`src/hdl/ttdt_pkg.sv`:
```
// Package for the touch tap and double-tap qualifier.
// Holds the register map, field widths, reset values and the configuration struct.
// No dependencies.
package ttdt_pkg;

   // Coordinate width default, handed to the top level parameter.
   localparam int COORD_BITS_DEFAULT = 12;

   // Configuration register widths.
   localparam int RADIUS_BITS = 12;
   localparam int WINDOW_BITS = 8;
   localparam int RSQ_BITS    = 2 * RADIUS_BITS;
   localparam int CSR_DATA_W  = 12;
   localparam int CSR_ADDR_W  = 2;

   // Reset values of the configuration registers.
   localparam logic                   CIRCLE_RESET = 1'b0;
   localparam logic [RADIUS_BITS-1:0] RADIUS_RESET = 12'd16;
   localparam logic [WINDOW_BITS-1:0] WINDOW_RESET = 8'd20;
   localparam logic                   HALF_RESET   = 1'b0;
   localparam logic [RSQ_BITS-1:0]    RSQ_RESET    = 24'd256;

   // Register indexes on the configuration port.
   typedef enum logic [CSR_ADDR_W-1:0] {
      REG_RANGE_IS_CIRCLE = 2'd0,
      REG_TAP_RADIUS      = 2'd1,
      REG_WINDOW_FRAMES   = 2'd2,
      REG_HALF_RATE       = 2'd3
   } csr_reg_type;

   // Configuration as seen by the range checker.
   typedef struct packed {
      logic                   range_is_circle;
      logic [RADIUS_BITS-1:0] tap_radius;
      logic [RSQ_BITS-1:0]    radius_sq;
   } range_cfg_type;

endpackage

```
`src/hdl/ttdt_range_check.sv`:
```
// Range check of a second tap against the anchor of the first tap.
// Square check on the per-axis offsets or circular check on the squared distance.
// Depends on ttdt_pkg.
module ttdt_range_check #(
   parameter int COORD_BITS = ttdt_pkg::COORD_BITS_DEFAULT
) (
   input  logic [COORD_BITS-1:0]  pos_x,
   input  logic [COORD_BITS-1:0]  pos_y,
   input  logic [COORD_BITS-1:0]  anchor_x,
   input  logic [COORD_BITS-1:0]  anchor_y,
   input  ttdt_pkg::range_cfg_type cfg,
   output logic                   in_range
);
   import ttdt_pkg::*;

   localparam int CMP_W = (COORD_BITS > RADIUS_BITS) ? COORD_BITS : RADIUS_BITS;
   localparam int SQ_W  = 2 * COORD_BITS;
   localparam int SUM_W = (SQ_W + 1 > RSQ_BITS) ? SQ_W + 1 : RSQ_BITS;

   logic [COORD_BITS-1:0] dx;
   logic [COORD_BITS-1:0] dy;
   logic [SQ_W-1:0]       dx_sq;
   logic [SQ_W-1:0]       dy_sq;
   logic [SUM_W-1:0]      dist_sq;
   logic                  square_ok;
   logic                  circle_ok;

   always_comb begin
      dx = (pos_x >= anchor_x) ? pos_x - anchor_x : anchor_x - pos_x;
      dy = (pos_y >= anchor_y) ? pos_y - anchor_y : anchor_y - pos_y;
      dx_sq = SQ_W'(dx) * SQ_W'(dx);
      dy_sq = SQ_W'(dy) * SQ_W'(dy);
      dist_sq = SUM_W'(dx_sq) + SUM_W'(dy_sq);
      square_ok = (CMP_W'(dx) <= CMP_W'(cfg.tap_radius)) &&
                  (CMP_W'(dy) <= CMP_W'(cfg.tap_radius));
      circle_ok = dist_sq <= SUM_W'(cfg.radius_sq);
      in_range = cfg.range_is_circle ? circle_ok : square_ok;
   end

endmodule

```
`src/hdl/touch_tap_and_double_tap_qualifier.sv`:
```
// Top level of the touch tap and double-tap qualifier.
// A request passes the input register, then the result register, to its response.
// Throughput: one transaction per cycle; the input register and result register
// each advance whenever the result register is empty or being taken.
// Reset: synchronous, active high; clears control state, sets the evaluation phase to one
// and loads the register defaults (square range, radius 16, window 20, full rate).
// Depends on ttdt_pkg and ttdt_range_check.
module touch_tap_and_double_tap_qualifier #(
   parameter int COORD_BITS = ttdt_pkg::COORD_BITS_DEFAULT,
   parameter int REQ_W      = ((2 * COORD_BITS + 7) / 8) * 8,
   parameter int RSP_W      = ((4 * COORD_BITS + 6 + 7) / 8) * 8
) (
   input  logic                              clock,
   input  logic                              reset,
   // Request channel.
   input  logic                              req_tvalid,
   output logic                              req_tready,
   input  logic [REQ_W-1:0]                  req_tdata,  // pos_x, pos_y, zero fill
   input  logic                              req_tuser,  // touched
   // Response channel.
   output logic                              rsp_tvalid,
   input  logic                              rsp_tready,
   // hold, press_edge, release_edge, last_x, last_y, move_x, move_y, double_tap, zero fill
   output logic [RSP_W-1:0]                  rsp_tdata,
   // Configuration write port.
   input  logic                              csr_we,
   input  logic [ttdt_pkg::CSR_ADDR_W-1:0]   csr_addr,
   input  logic [ttdt_pkg::CSR_DATA_W-1:0]   csr_wdata
);
   import ttdt_pkg::*;

   localparam int MOVE_BITS = COORD_BITS + 1;
   localparam int RSP_USED  = 4 * COORD_BITS + 6;

   // Configuration registers. The squared radius follows the radius register in the next
   // cycle, which is well inside the idle time required around configuration writes.
   logic                   circle_ff, circle_in;
   logic [RADIUS_BITS-1:0] radius_ff, radius_in;
   logic [WINDOW_BITS-1:0] window_ff, window_in;
   logic                   half_ff, half_in;
   logic [RSQ_BITS-1:0]    rsq_ff;
   range_cfg_type          range_cfg;

   // Input register stage.
   logic                  in_valid_ff, in_valid_in;
   logic                  in_touched_ff;
   logic [COORD_BITS-1:0] in_x_ff;
   logic [COORD_BITS-1:0] in_y_ff;

   // Tracking state, updated when an item moves from the input stage to the result.
   logic                   prior_touched_ff, prior_touched_in;
   logic [COORD_BITS-1:0]  prior_x_ff, prior_y_ff;
   logic [COORD_BITS-1:0]  held_x_ff, held_x_in, held_y_ff, held_y_in;
   logic [COORD_BITS-1:0]  held_prev_x_ff, held_prev_x_in;
   logic [COORD_BITS-1:0]  held_prev_y_ff, held_prev_y_in;
   logic                   tap_pending_ff, tap_pending_in;
   logic [WINDOW_BITS-1:0] countdown_ff, countdown_in;
   logic [COORD_BITS-1:0]  anchor_x_ff, anchor_x_in, anchor_y_ff, anchor_y_in;
   logic                   eval_phase_ff, eval_phase_in;
   logic                   tap_flag_ff, tap_flag_in;

   // Result register.
   logic                  out_valid_ff, out_valid_in;
   logic [RSP_USED-1:0]   out_data_ff, out_data_in;

   logic                  advance;
   logic                  press;
   logic                  release_now;
   logic                  in_range;
   logic [MOVE_BITS-1:0]  move_x;
   logic [MOVE_BITS-1:0]  move_y;

   // The result register frees up when it is empty or its transaction completes;
   // the input stage then hands its item over, and may take a new one in the same cycle.
   assign advance     = in_valid_ff && (!out_valid_ff || rsp_tready);
   assign req_tready  = !in_valid_ff || advance;
   assign rsp_tvalid  = out_valid_ff;
   assign rsp_tdata   = RSP_W'(out_data_ff);

   assign range_cfg.range_is_circle = circle_ff;
   assign range_cfg.tap_radius      = radius_ff;
   assign range_cfg.radius_sq       = rsq_ff;

   // The range test always uses the current sample against the stored anchor; its
   // answer only matters when a second press meets an open window, and on a press
   // the held coordinates are the current sample.
   ttdt_range_check #(
      .COORD_BITS (COORD_BITS)
   ) u_range_check (
      .pos_x    (in_x_ff),
      .pos_y    (in_y_ff),
      .anchor_x (anchor_x_ff),
      .anchor_y (anchor_y_ff),
      .cfg      (range_cfg),
      .in_range (in_range)
   );

   // Configuration decode.
   always_comb begin
      circle_in = circle_ff;
      radius_in = radius_ff;
      window_in = window_ff;
      half_in   = half_ff;
      if (csr_we) begin
         unique case (csr_reg_type'(csr_addr))
            REG_RANGE_IS_CIRCLE: circle_in = csr_wdata[0];
            REG_TAP_RADIUS:      radius_in = csr_wdata[RADIUS_BITS-1:0];
            REG_WINDOW_FRAMES:   window_in = csr_wdata[WINDOW_BITS-1:0];
            REG_HALF_RATE:       half_in   = csr_wdata[0];
            default:             circle_in = circle_ff;
         endcase
      end
   end

   // Per-frame tracking and double-tap qualification.
   always_comb begin
      press       = in_touched_ff && !prior_touched_ff;
      release_now = !in_touched_ff && prior_touched_ff;

      held_x_in = in_touched_ff ? in_x_ff : held_x_ff;
      held_y_in = in_touched_ff ? in_y_ff : held_y_ff;
      held_prev_x_in = prior_touched_ff ? prior_x_ff : held_prev_x_ff;
      held_prev_y_in = prior_touched_ff ? prior_y_ff : held_prev_y_ff;
      prior_touched_in = in_touched_ff;

      // In half-rate mode the phase toggles each frame; otherwise every frame evaluates.
      eval_phase_in = half_ff ? !eval_phase_ff : 1'b1;

      tap_pending_in = tap_pending_ff;
      countdown_in   = countdown_ff;
      anchor_x_in    = anchor_x_ff;
      anchor_y_in    = anchor_y_ff;
      tap_flag_in    = tap_flag_ff;
      if (eval_phase_in) begin
         tap_flag_in = 1'b0;
         // An open window counts down first and closes when the count runs out.
         if (tap_pending_ff) begin
            if (countdown_ff <= WINDOW_BITS'(1)) begin
               countdown_in   = '0;
               tap_pending_in = 1'b0;
            end else begin
               countdown_in = countdown_ff - WINDOW_BITS'(1);
            end
         end
         if (press) begin
            if (tap_pending_in) begin
               // A second press outside the range leaves the window open.
               if (in_range) begin
                  tap_flag_in    = 1'b1;
                  tap_pending_in = 1'b0;
               end
            end else begin
               tap_pending_in = 1'b1;
               countdown_in   = window_ff;
               anchor_x_in    = in_x_ff;
               anchor_y_in    = in_y_ff;
            end
         end
      end

      move_x = MOVE_BITS'(held_x_in) - MOVE_BITS'(held_prev_x_in);
      move_y = MOVE_BITS'(held_y_in) - MOVE_BITS'(held_prev_y_in);

      out_data_in = {tap_flag_in, move_y, move_x, held_y_in, held_x_in,
                     release_now, press, in_touched_ff};

      in_valid_in  = (req_tvalid && req_tready) || (in_valid_ff && !advance);
      out_valid_in = advance || (out_valid_ff && !rsp_tready);
   end

   // Control and state registers.
   always_ff @(posedge clock) begin
      if (reset) begin
         circle_ff        <= CIRCLE_RESET;
         radius_ff        <= RADIUS_RESET;
         window_ff        <= WINDOW_RESET;
         half_ff          <= HALF_RESET;
         rsq_ff           <= RSQ_RESET;
         in_valid_ff      <= 1'b0;
         out_valid_ff     <= 1'b0;
         prior_touched_ff <= 1'b0;
         prior_x_ff       <= '0;
         prior_y_ff       <= '0;
         held_x_ff        <= '0;
         held_y_ff        <= '0;
         held_prev_x_ff   <= '0;
         held_prev_y_ff   <= '0;
         tap_pending_ff   <= 1'b0;
         countdown_ff     <= '0;
         anchor_x_ff      <= '0;
         anchor_y_ff      <= '0;
         eval_phase_ff    <= 1'b1;
         tap_flag_ff      <= 1'b0;
      end else begin
         circle_ff    <= circle_in;
         radius_ff    <= radius_in;
         window_ff    <= window_in;
         half_ff      <= half_in;
         rsq_ff       <= RSQ_BITS'(radius_ff) * RSQ_BITS'(radius_ff);
         in_valid_ff  <= in_valid_in;
         out_valid_ff <= out_valid_in;
         if (advance) begin
            prior_touched_ff <= prior_touched_in;
            prior_x_ff       <= in_x_ff;
            prior_y_ff       <= in_y_ff;
            held_x_ff        <= held_x_in;
            held_y_ff        <= held_y_in;
            held_prev_x_ff   <= held_prev_x_in;
            held_prev_y_ff   <= held_prev_y_in;
            tap_pending_ff   <= tap_pending_in;
            countdown_ff     <= countdown_in;
            anchor_x_ff      <= anchor_x_in;
            anchor_y_ff      <= anchor_y_in;
            eval_phase_ff    <= eval_phase_in;
            tap_flag_ff      <= tap_flag_in;
         end
      end
   end

   // Payload registers.
   always_ff @(posedge clock) begin
      if (req_tvalid && req_tready) begin
         in_touched_ff <= req_tuser;
         in_x_ff       <= req_tdata[COORD_BITS-1:0];
         in_y_ff       <= req_tdata[2*COORD_BITS-1:COORD_BITS];
      end
      if (advance) begin
         out_data_ff <= out_data_in;
      end
   end

   // A double tap can only be raised by an evaluation while a first tap window was open;
   // on frames that are not evaluated the flag simply holds.
   a_tap_needs_window: assert property (@(posedge clock) disable iff (reset)
      advance && eval_phase_in && tap_flag_in |-> tap_pending_ff)
      else $error("double tap raised without an open first-tap window");

   // At full rate every frame evaluates, so the phase stays at one.
   a_full_rate_phase: assert property (@(posedge clock) disable iff (reset)
      advance && !half_ff |=> eval_phase_ff)
      else $error("evaluation phase cleared at full rate");

   // Reset leaves both pipeline stages empty.
   a_reset_empty: assert property (@(posedge clock)
      reset |=> !in_valid_ff && !out_valid_ff)
      else $error("pipeline not empty after reset");

endmodule

```
`config.mk`:
```
export PLATFORM = sky130hd
export DESIGN_NAME = touch_tap_and_double_tap_qualifier
export DESIGN_NICKNAME = d
export VERILOG_FILES = /design/src/hdl/ttdt_pkg.sv /design/src/hdl/ttdt_range_check.sv /design/src/hdl/touch_tap_and_double_tap_qualifier.sv
export SDC_FILE = /design/constraint.sdc
export NUM_CORES = 1
export LEC_CHECK = 0
export BUFFER_PORTS_ARGS = -buffer_cell sky130_fd_sc_hd__buf_2
export CAP_MARGIN = 20
export CORE_ASPECT_RATIO = 1.4
export CORE_UTILIZATION = 30
export DETAILED_ROUTE_END_ITERATION = 8
export PLACE_DENSITY = 0.46
export SYNTH_ARGS = -nofsm -noshare
export SYNTH_HDL_FRONTEND = slang
export SYNTH_SLANG_ARGS = --single-unit
```
`constraint.sdc`:
```
create_clock -name clock -period 12.1 [get_ports clock]
set_clock_uncertainty 0.1 [all_clocks]
set_input_delay 0.605 -clock clock [delete_from_list [all_inputs] [get_ports clock]]
set_output_delay 0.605 -clock clock [all_outputs]
set_load 0.01 [all_outputs]
```
After elaboration in Yosys (flattened, before gate mapping). Index checks and enable logic that the tools add are counted. Widths: inputs -> output; s select.

Register bits: 235. Input port bits: 44.

Equality and inequality tests: 3. Bitwise gates (word level): 1. Mux-type cells: 22. Reductions and logical operators: 25. Add/subtract/negate cells: 8. Multiply operators: 3. $lt $le $gt $ge: 6.

Operator list (count): $mul 12x12->24 (3); $mux 12 (6); $sub 12x12->12 (4); $mux 8 (4); $sub 12x12->13 (2); $add 24x24->25 (1); $le 25x24->1 (1); $ge 12x12->1 (2); $le 12x12->1 (2); $mux 1 (12); $reduce_and 2->1 (5); $le 8x1->1 const B (1); $sub 8x1->8 const B (1); $logic_and 1x1->1 (7); $logic_not 1->1 (7); $eq 2x2->1 const B (2); $logic_or 1x1->1 (4); $reduce_and 4->1 (1); $eq 2x1->1 const B (1); $logic_not 2->1 (1); $not 1->1 (1).

Logic depth before layout (Yosys ltp).
Depth after elaboration: 10. Mapped depth: 50. Mapped depth without buffers: 47.

Cells and area by module. A second synthesis with hierarchy kept.

Cell total of the unflattened synthesis: 2810. Area total of the unflattened synthesis: 25151.6 um^2.

By module, submodules not included: touch_tap_and_double_tap_qualifier (seq. area each 5475.3 um^2, area an instance 13599.3 um^2, times used 1, cells an instance 1434); ttdt_range_check (seq. area each 0.0 um^2, area an instance 11552.3 um^2, times used 1, cells an instance 1376).

Worst setup path before layout. No wires, ideal clock.

Path type: flip-flop to flip-flop. From: register in_y_ff[0]. To: register out_data_ff[53] (data pin). Period minus slack after synthesis: 10112 ps. Stages on the path, launching flop included: 44. Arrival time: 9752 ps. Library setup time: 260 ps. Setup slack: 1988 ps. Cells stage by stage: edfxtp_1 > inv_1 > ha_1 > inv_1 > fa_1 > a21oi_1 > o221ai_2 > o211ai_2 > a21oi_4 > buf_6 > a211oi_1 > a31oi_2 > xor2_2 > inv_2 > nor2_1 > inv_1 > fa_1 > fa_1 > [8 not listed] > ha_1 > a21o_1 > or3_1 > o211ai_1 > nand2_1 > a21o_1 > a211oi_1 > nor2_1 > ha_1 > nand4_1 > nor2_1 > o2111ai_1 > o21ai_0 > a221oi_1 > a41o_1 > a21oi_1 > nor2_1 > mux2_2.

Word-level cells in the longest chain between the ends: 10. Elaborated cells on any way between the ends: 14.

RTL lines: start, declared (line touch_tap_and_double_tap_qualifier.sv:48) `logic [COORD_BITS-1:0] in_y_ff;`; start signal, assigned (line touch_tap_and_double_tap_qualifier.sv:225) `in_y_ff <= req_tdata[2*COORD_BITS-1:COORD_BITS];`; $sub 12x12->12 or $ge 12x12->1 (tied branches) (line ttdt_range_check.sv:30) `dy = (pos_y >= anchor_y) ? pos_y - anchor_y : anchor_y - pos_y;`; $mux 12 (*) (line ttdt_range_check.sv:30); $mul 12x12->24 (line ttdt_range_check.sv:32) `dy_sq = SQ_W'(dy) * SQ_W'(dy);`; $add 24x24->25 (line ttdt_range_check.sv:33) `dist_sq = SUM_W'(dx_sq) + SUM_W'(dy_sq);`; $le 25x24->1 (line ttdt_range_check.sv:36) `circle_ok = dist_sq <= SUM_W'(cfg.radius_sq);`; $mux 1 (*) (line ttdt_range_check.sv:37) `in_range = cfg.range_is_circle ? circle_ok : square_ok;`; $mux 1 (*) (line touch_tap_and_double_tap_qualifier.sv:148) `if (in_range) begin`; $mux 1 (*) (line touch_tap_and_double_tap_qualifier.sv:146) `if (tap_pending_in) begin`; $mux 1 (*) (line touch_tap_and_double_tap_qualifier.sv:145) `if (press) begin`; $mux 1 (*) (line touch_tap_and_double_tap_qualifier.sv:134) `if (eval_phase_in) begin`; via tap_flag_in (line touch_tap_and_double_tap_qualifier.sv:60) `logic tap_flag_ff, tap_flag_in;`; end signal, assigned (line touch_tap_and_double_tap_qualifier.sv:228) `out_data_ff <= out_data_in;`; end, declared (line touch_tap_and_double_tap_qualifier.sv:64) `logic [RSP_USED-1:0] out_data_ff, out_data_in;`.

Mark *: on every way through the listed nets, which the timed path passes. The rest lies on a longest branch. A chain may end at the register's enable or synchronous reset.

Worst setup path after layout. Same ends and word-level chain as after synthesis.

==> summary.txt <==
Placement
  • Area post-placement: ~26000 sq um
  • Post-DP HPWL: 51300 um
  • Port bufs: just under 100
  • Placer Congestion: 0.879

Flow run
  • MaxCap Viol Count: 0

Timing
  • Min Tclk post-route: 11.42 ns
  • Final period util: between 90% and 100%
  • Slew HR: 40.0%
  • Worst slew pin tran: around 0.9 ns
  • FMAX: a little under 90 MHz
  • Hold Vio Cnt, Final: 0
  • Setup Viol. Count Final: 0
  • Max Transition Viols Final: 0
  • RSZ-0062 raised after global routing: no
  • Setup TNS: 0 ns

Route
  • # DRC: 0
  • Number of vias per cell: 4.68
  • DR iter-0 viols: 814
  • Final wirelength: 62400 um
  • Drt wl/cell: 16.3 um
  • Vias: between 15000 and 20000
  • First drt pass iteration count: 6
  • Antenna-violating nets left: 0

Worst setup path
  • CP Launch Type: flip-flop
  • Critical Path Source: in_y_ff[0]$_DFFE_PP_
  • Top delay family on crit path: adder cells
  • Crit Reg-Reg Endpoint: out_data_ff[53]$_DFFE_PP_
  • Crit-path slowest cell: ha_1
  • R2R Setup Slk: about 0.68 ns
  • Critical path class: reg2reg
  • Reg-to-reg startpoint: in_y_ff[0]$_DFFE_PP_
  • CP Max Fanout: 14
  • Endpoint type of the worst setup path: flip-flop
  • Cell count along the critical path: between 40 and 50
  • Crit path to: out_data_ff[53]$_DFFE_PP_
  • CP Buf/Inv Count: 7
  • R2R depth: between 40 and 50
  • Crit-path max cell delay: 0.60 ns
  • CP Data Required Time: approximately 12 ns
  • Most used cell, CP: fa_1
  • Crit path arrival time: about 12 ns

Final layout
  • Fillcell total: between 8000 and 9000
  • Share of cells above drive strength 1: about 9.0%
  • Area Growth Syn to Fin: 10.2%
  • Design area: about 27000 sq um
  • N_diodes: 0
  • Nets: 3357

Synthesis
  • Cell count after synthesis: between 2000 and 3000
  • #FFs+latches synth: approximately 230
  • Register area share after synthesis: between 20% and 30%
  • Post-synthesis cell type count: 83
  • Synthesized area per cell: slightly above 9 sq um
  • Synth warn: 0
  • Post-synth ARST share: 0%
  • Mapped cell area: roughly 24000 sq um
  • EDFF count, synth: 79
  • Synth Flop Type: dfxtp_1

Clocking
  • Root buffer cell: clkbuf_16
  • Clock Sinks: about 230
  • Num CTS Buffers: 24
  • Clk slew on worst S/H paths: roughly 0.070 ns
  • Deepest clock path buffer count: 3
  • Post-CTS Hold Fix Bufs: 0
  • Later-pin clock latency in the skew report: ~0.55 ns
  • Number of H-tree levels: 1
  • CTS tree: built

Floorplan
  • DIE HEIGHT: ~340 um
  • Row count: between 100 and 150
  • Die area: about 82000 sq um
  • Die width: around 240 um
  • Core box area: around 80000 sq um
  • I/O Pins: around 100
  • Initial Utilization: about 30%

Run status
  • Outcome: finished, final reports clean

Global route
  • First-pass GRT wire length: 102000 um
  • Total Routing Usage GR: between 10% and 20%
  • Largest net degree at the start of global routing: 95
  • Initial antenna violation count: 1
  • Congestion Overflow GR: 0
  • Vias in the first global route: 19400

Hold path
  • Worst hold path type: in2reg
  • Hold path startpoint: req_tdata[4]
placed cells by master, fill, tap and decap left out, drive strengths merged, types with 5 or more instances in the layout:
master	n
nand2b	12
nand2	305
edfxtp	79
nand4	12
a21oi	166
fa	286
mux2i	40
a221oi	5
xnor2	50
a21boi	9
nand3b	5
mux2	30
inv	509
nor2	256
o21bai	6
a211oi	39
and3	10
and2	20
o211ai	9
o21a	13
buf	124
a211o	5
ha	285
nor3	18
or2	9
clkinv	17
a21o	46
dfxtp	155
xor2	31
nand3	18
nor2b	32
o41ai	8
clkbuf	27
o21ai	71
sequential cells by signal, indices dropped and copies added, names as in the netlist, 8 cells and up:
register / flops
countdown_ff: 8
held_prev_y_ff: 12
held_prev_x_ff: 12
in_x_ff: 12
out_data_ff: 54
anchor_x_ff: 12
rsq_ff: 23
in_y_ff: 12
prior_y_ff: 12
window_ff: 8
held_x_ff: 12
held_y_ff: 12
prior_x_ff: 12
radius_ff: 12
anchor_y_ff: 12
how the worst min path moves through the flow:
| stage | endpoint | cells after the start |
|---|---|---|
| floorplan | out_data_ff[0]$_DFFE_PP_ | 0 |
| global placement | held_y_ff[6]$_SDFFE_PP0P_ | 2 |
| detailed placement | held_prev_x_ff[0]$_SDFFE_PP0P_ | 2 |
| CTS | in_x_ff[4]$_DFFE_PP_ | 1 |
| global route | in_x_ff[4]$_DFFE_PP_ | 1 |
| finish | in_x_ff[4]$_DFFE_PP_ | 1 |
routing by layer:
layer / routed length (um) / part of all wire, % / global-route usage (%) / up-vias
met5: 13 / 0.021 / 0 / -
met4: 2140 / 3.4 / 5.39 / 2
met3: 1680 / 2.7 / 1.43 / 78
met2: 34200 / 55 / 30.5 / 282
met1: 24300 / 39 / 17.2 / 8822
li1: - / - / - / 8688
worst register-to-register path: cells and delay by family (launching register included):
| kind | cells | cell delay (ns) |
|---|---|---|
| AO/OA/AOI/OAI | 13 | 2.97 |
| multiplexers | 2 | 0.45 |
| adder cells (fa/ha/maj) | 10 | 4.88 |
| AND/OR/NAND/NOR | 8 | 1.31 |
| XOR/XNOR | 1 | 0.47 |
| flip-flops | 1 | 0.42 |
| buffers and inverters | 7 | 0.60 |
Yosys cell counts (all sizes together) (10+ instances only):
cell type,number,area [sq um]
buf,22,139
and3,10,62.6
a21o,46,345
nor2b,32,200
mux2i,40,400
o21ai,71,355
nand3,18,95.1
o21a,13,97.6
a21oi,166,846
nor3,18,90.1
edfxtp,79,2370
dfxtp,155,3100
and2,20,125
fa,286,5730
mux2,30,342
nand2b,12,75.1
xor2,31,317
xnor2,50,483
a211oi,39,293
clkbuf,57,214
nand2,305,1140
ha,285,3570
inv,506,1900
nor2,256,973
nand4,12,75.1
through the flow:
stage               utilization (%)  hold WS, ns  setup WS [ns]  instances
floorplan                         -        0.324           1.99       2671
global placement               32.3        0.338          0.641       3772
detailed placement             32.3        0.347          0.407       3772
CTS                            33.2       0.0849          0.385       3816
global route                   33.3       0.0941        0.00789       3822
finish                         33.3        0.126          0.677       3822
kinds of logic after synthesis:
| family | synth area share, % |
|---|---|
| buffers and inverters | 9.39 |
| flip-flops | 22.6 |
| adder cells (fa/ha/maj) | 38.3 |
| XOR/XNOR | 3.30 |
| multiplexers | 3.06 |
| AO/OA/AOI/OAI | 10.9 |
| other | 0.0155 |
| AND/OR/NAND/NOR | 12.4 |
area by class of cell:
type	instances	area [sq um]	area share (%)
clock buffer	27	643	2.41
clock inverter	17	126	0.473
multi-input combinational	1846	16500	61.8
tap	1062	1330	4.97
timing repair buffer	124	693	2.59
inverter	512	1930	7.22
sequential	234	5480	20.5
timing repair:
action / 4_1_cts / 5_1_grt
endpoints found under the setup margin: 0 / 3
resized for setup: 0 / 4
setup buffers: 0 / 5
Power is left out: the tool's default activity adds up to more than one toggle a clock period on the data nets, which glitch-free logic cannot reach.
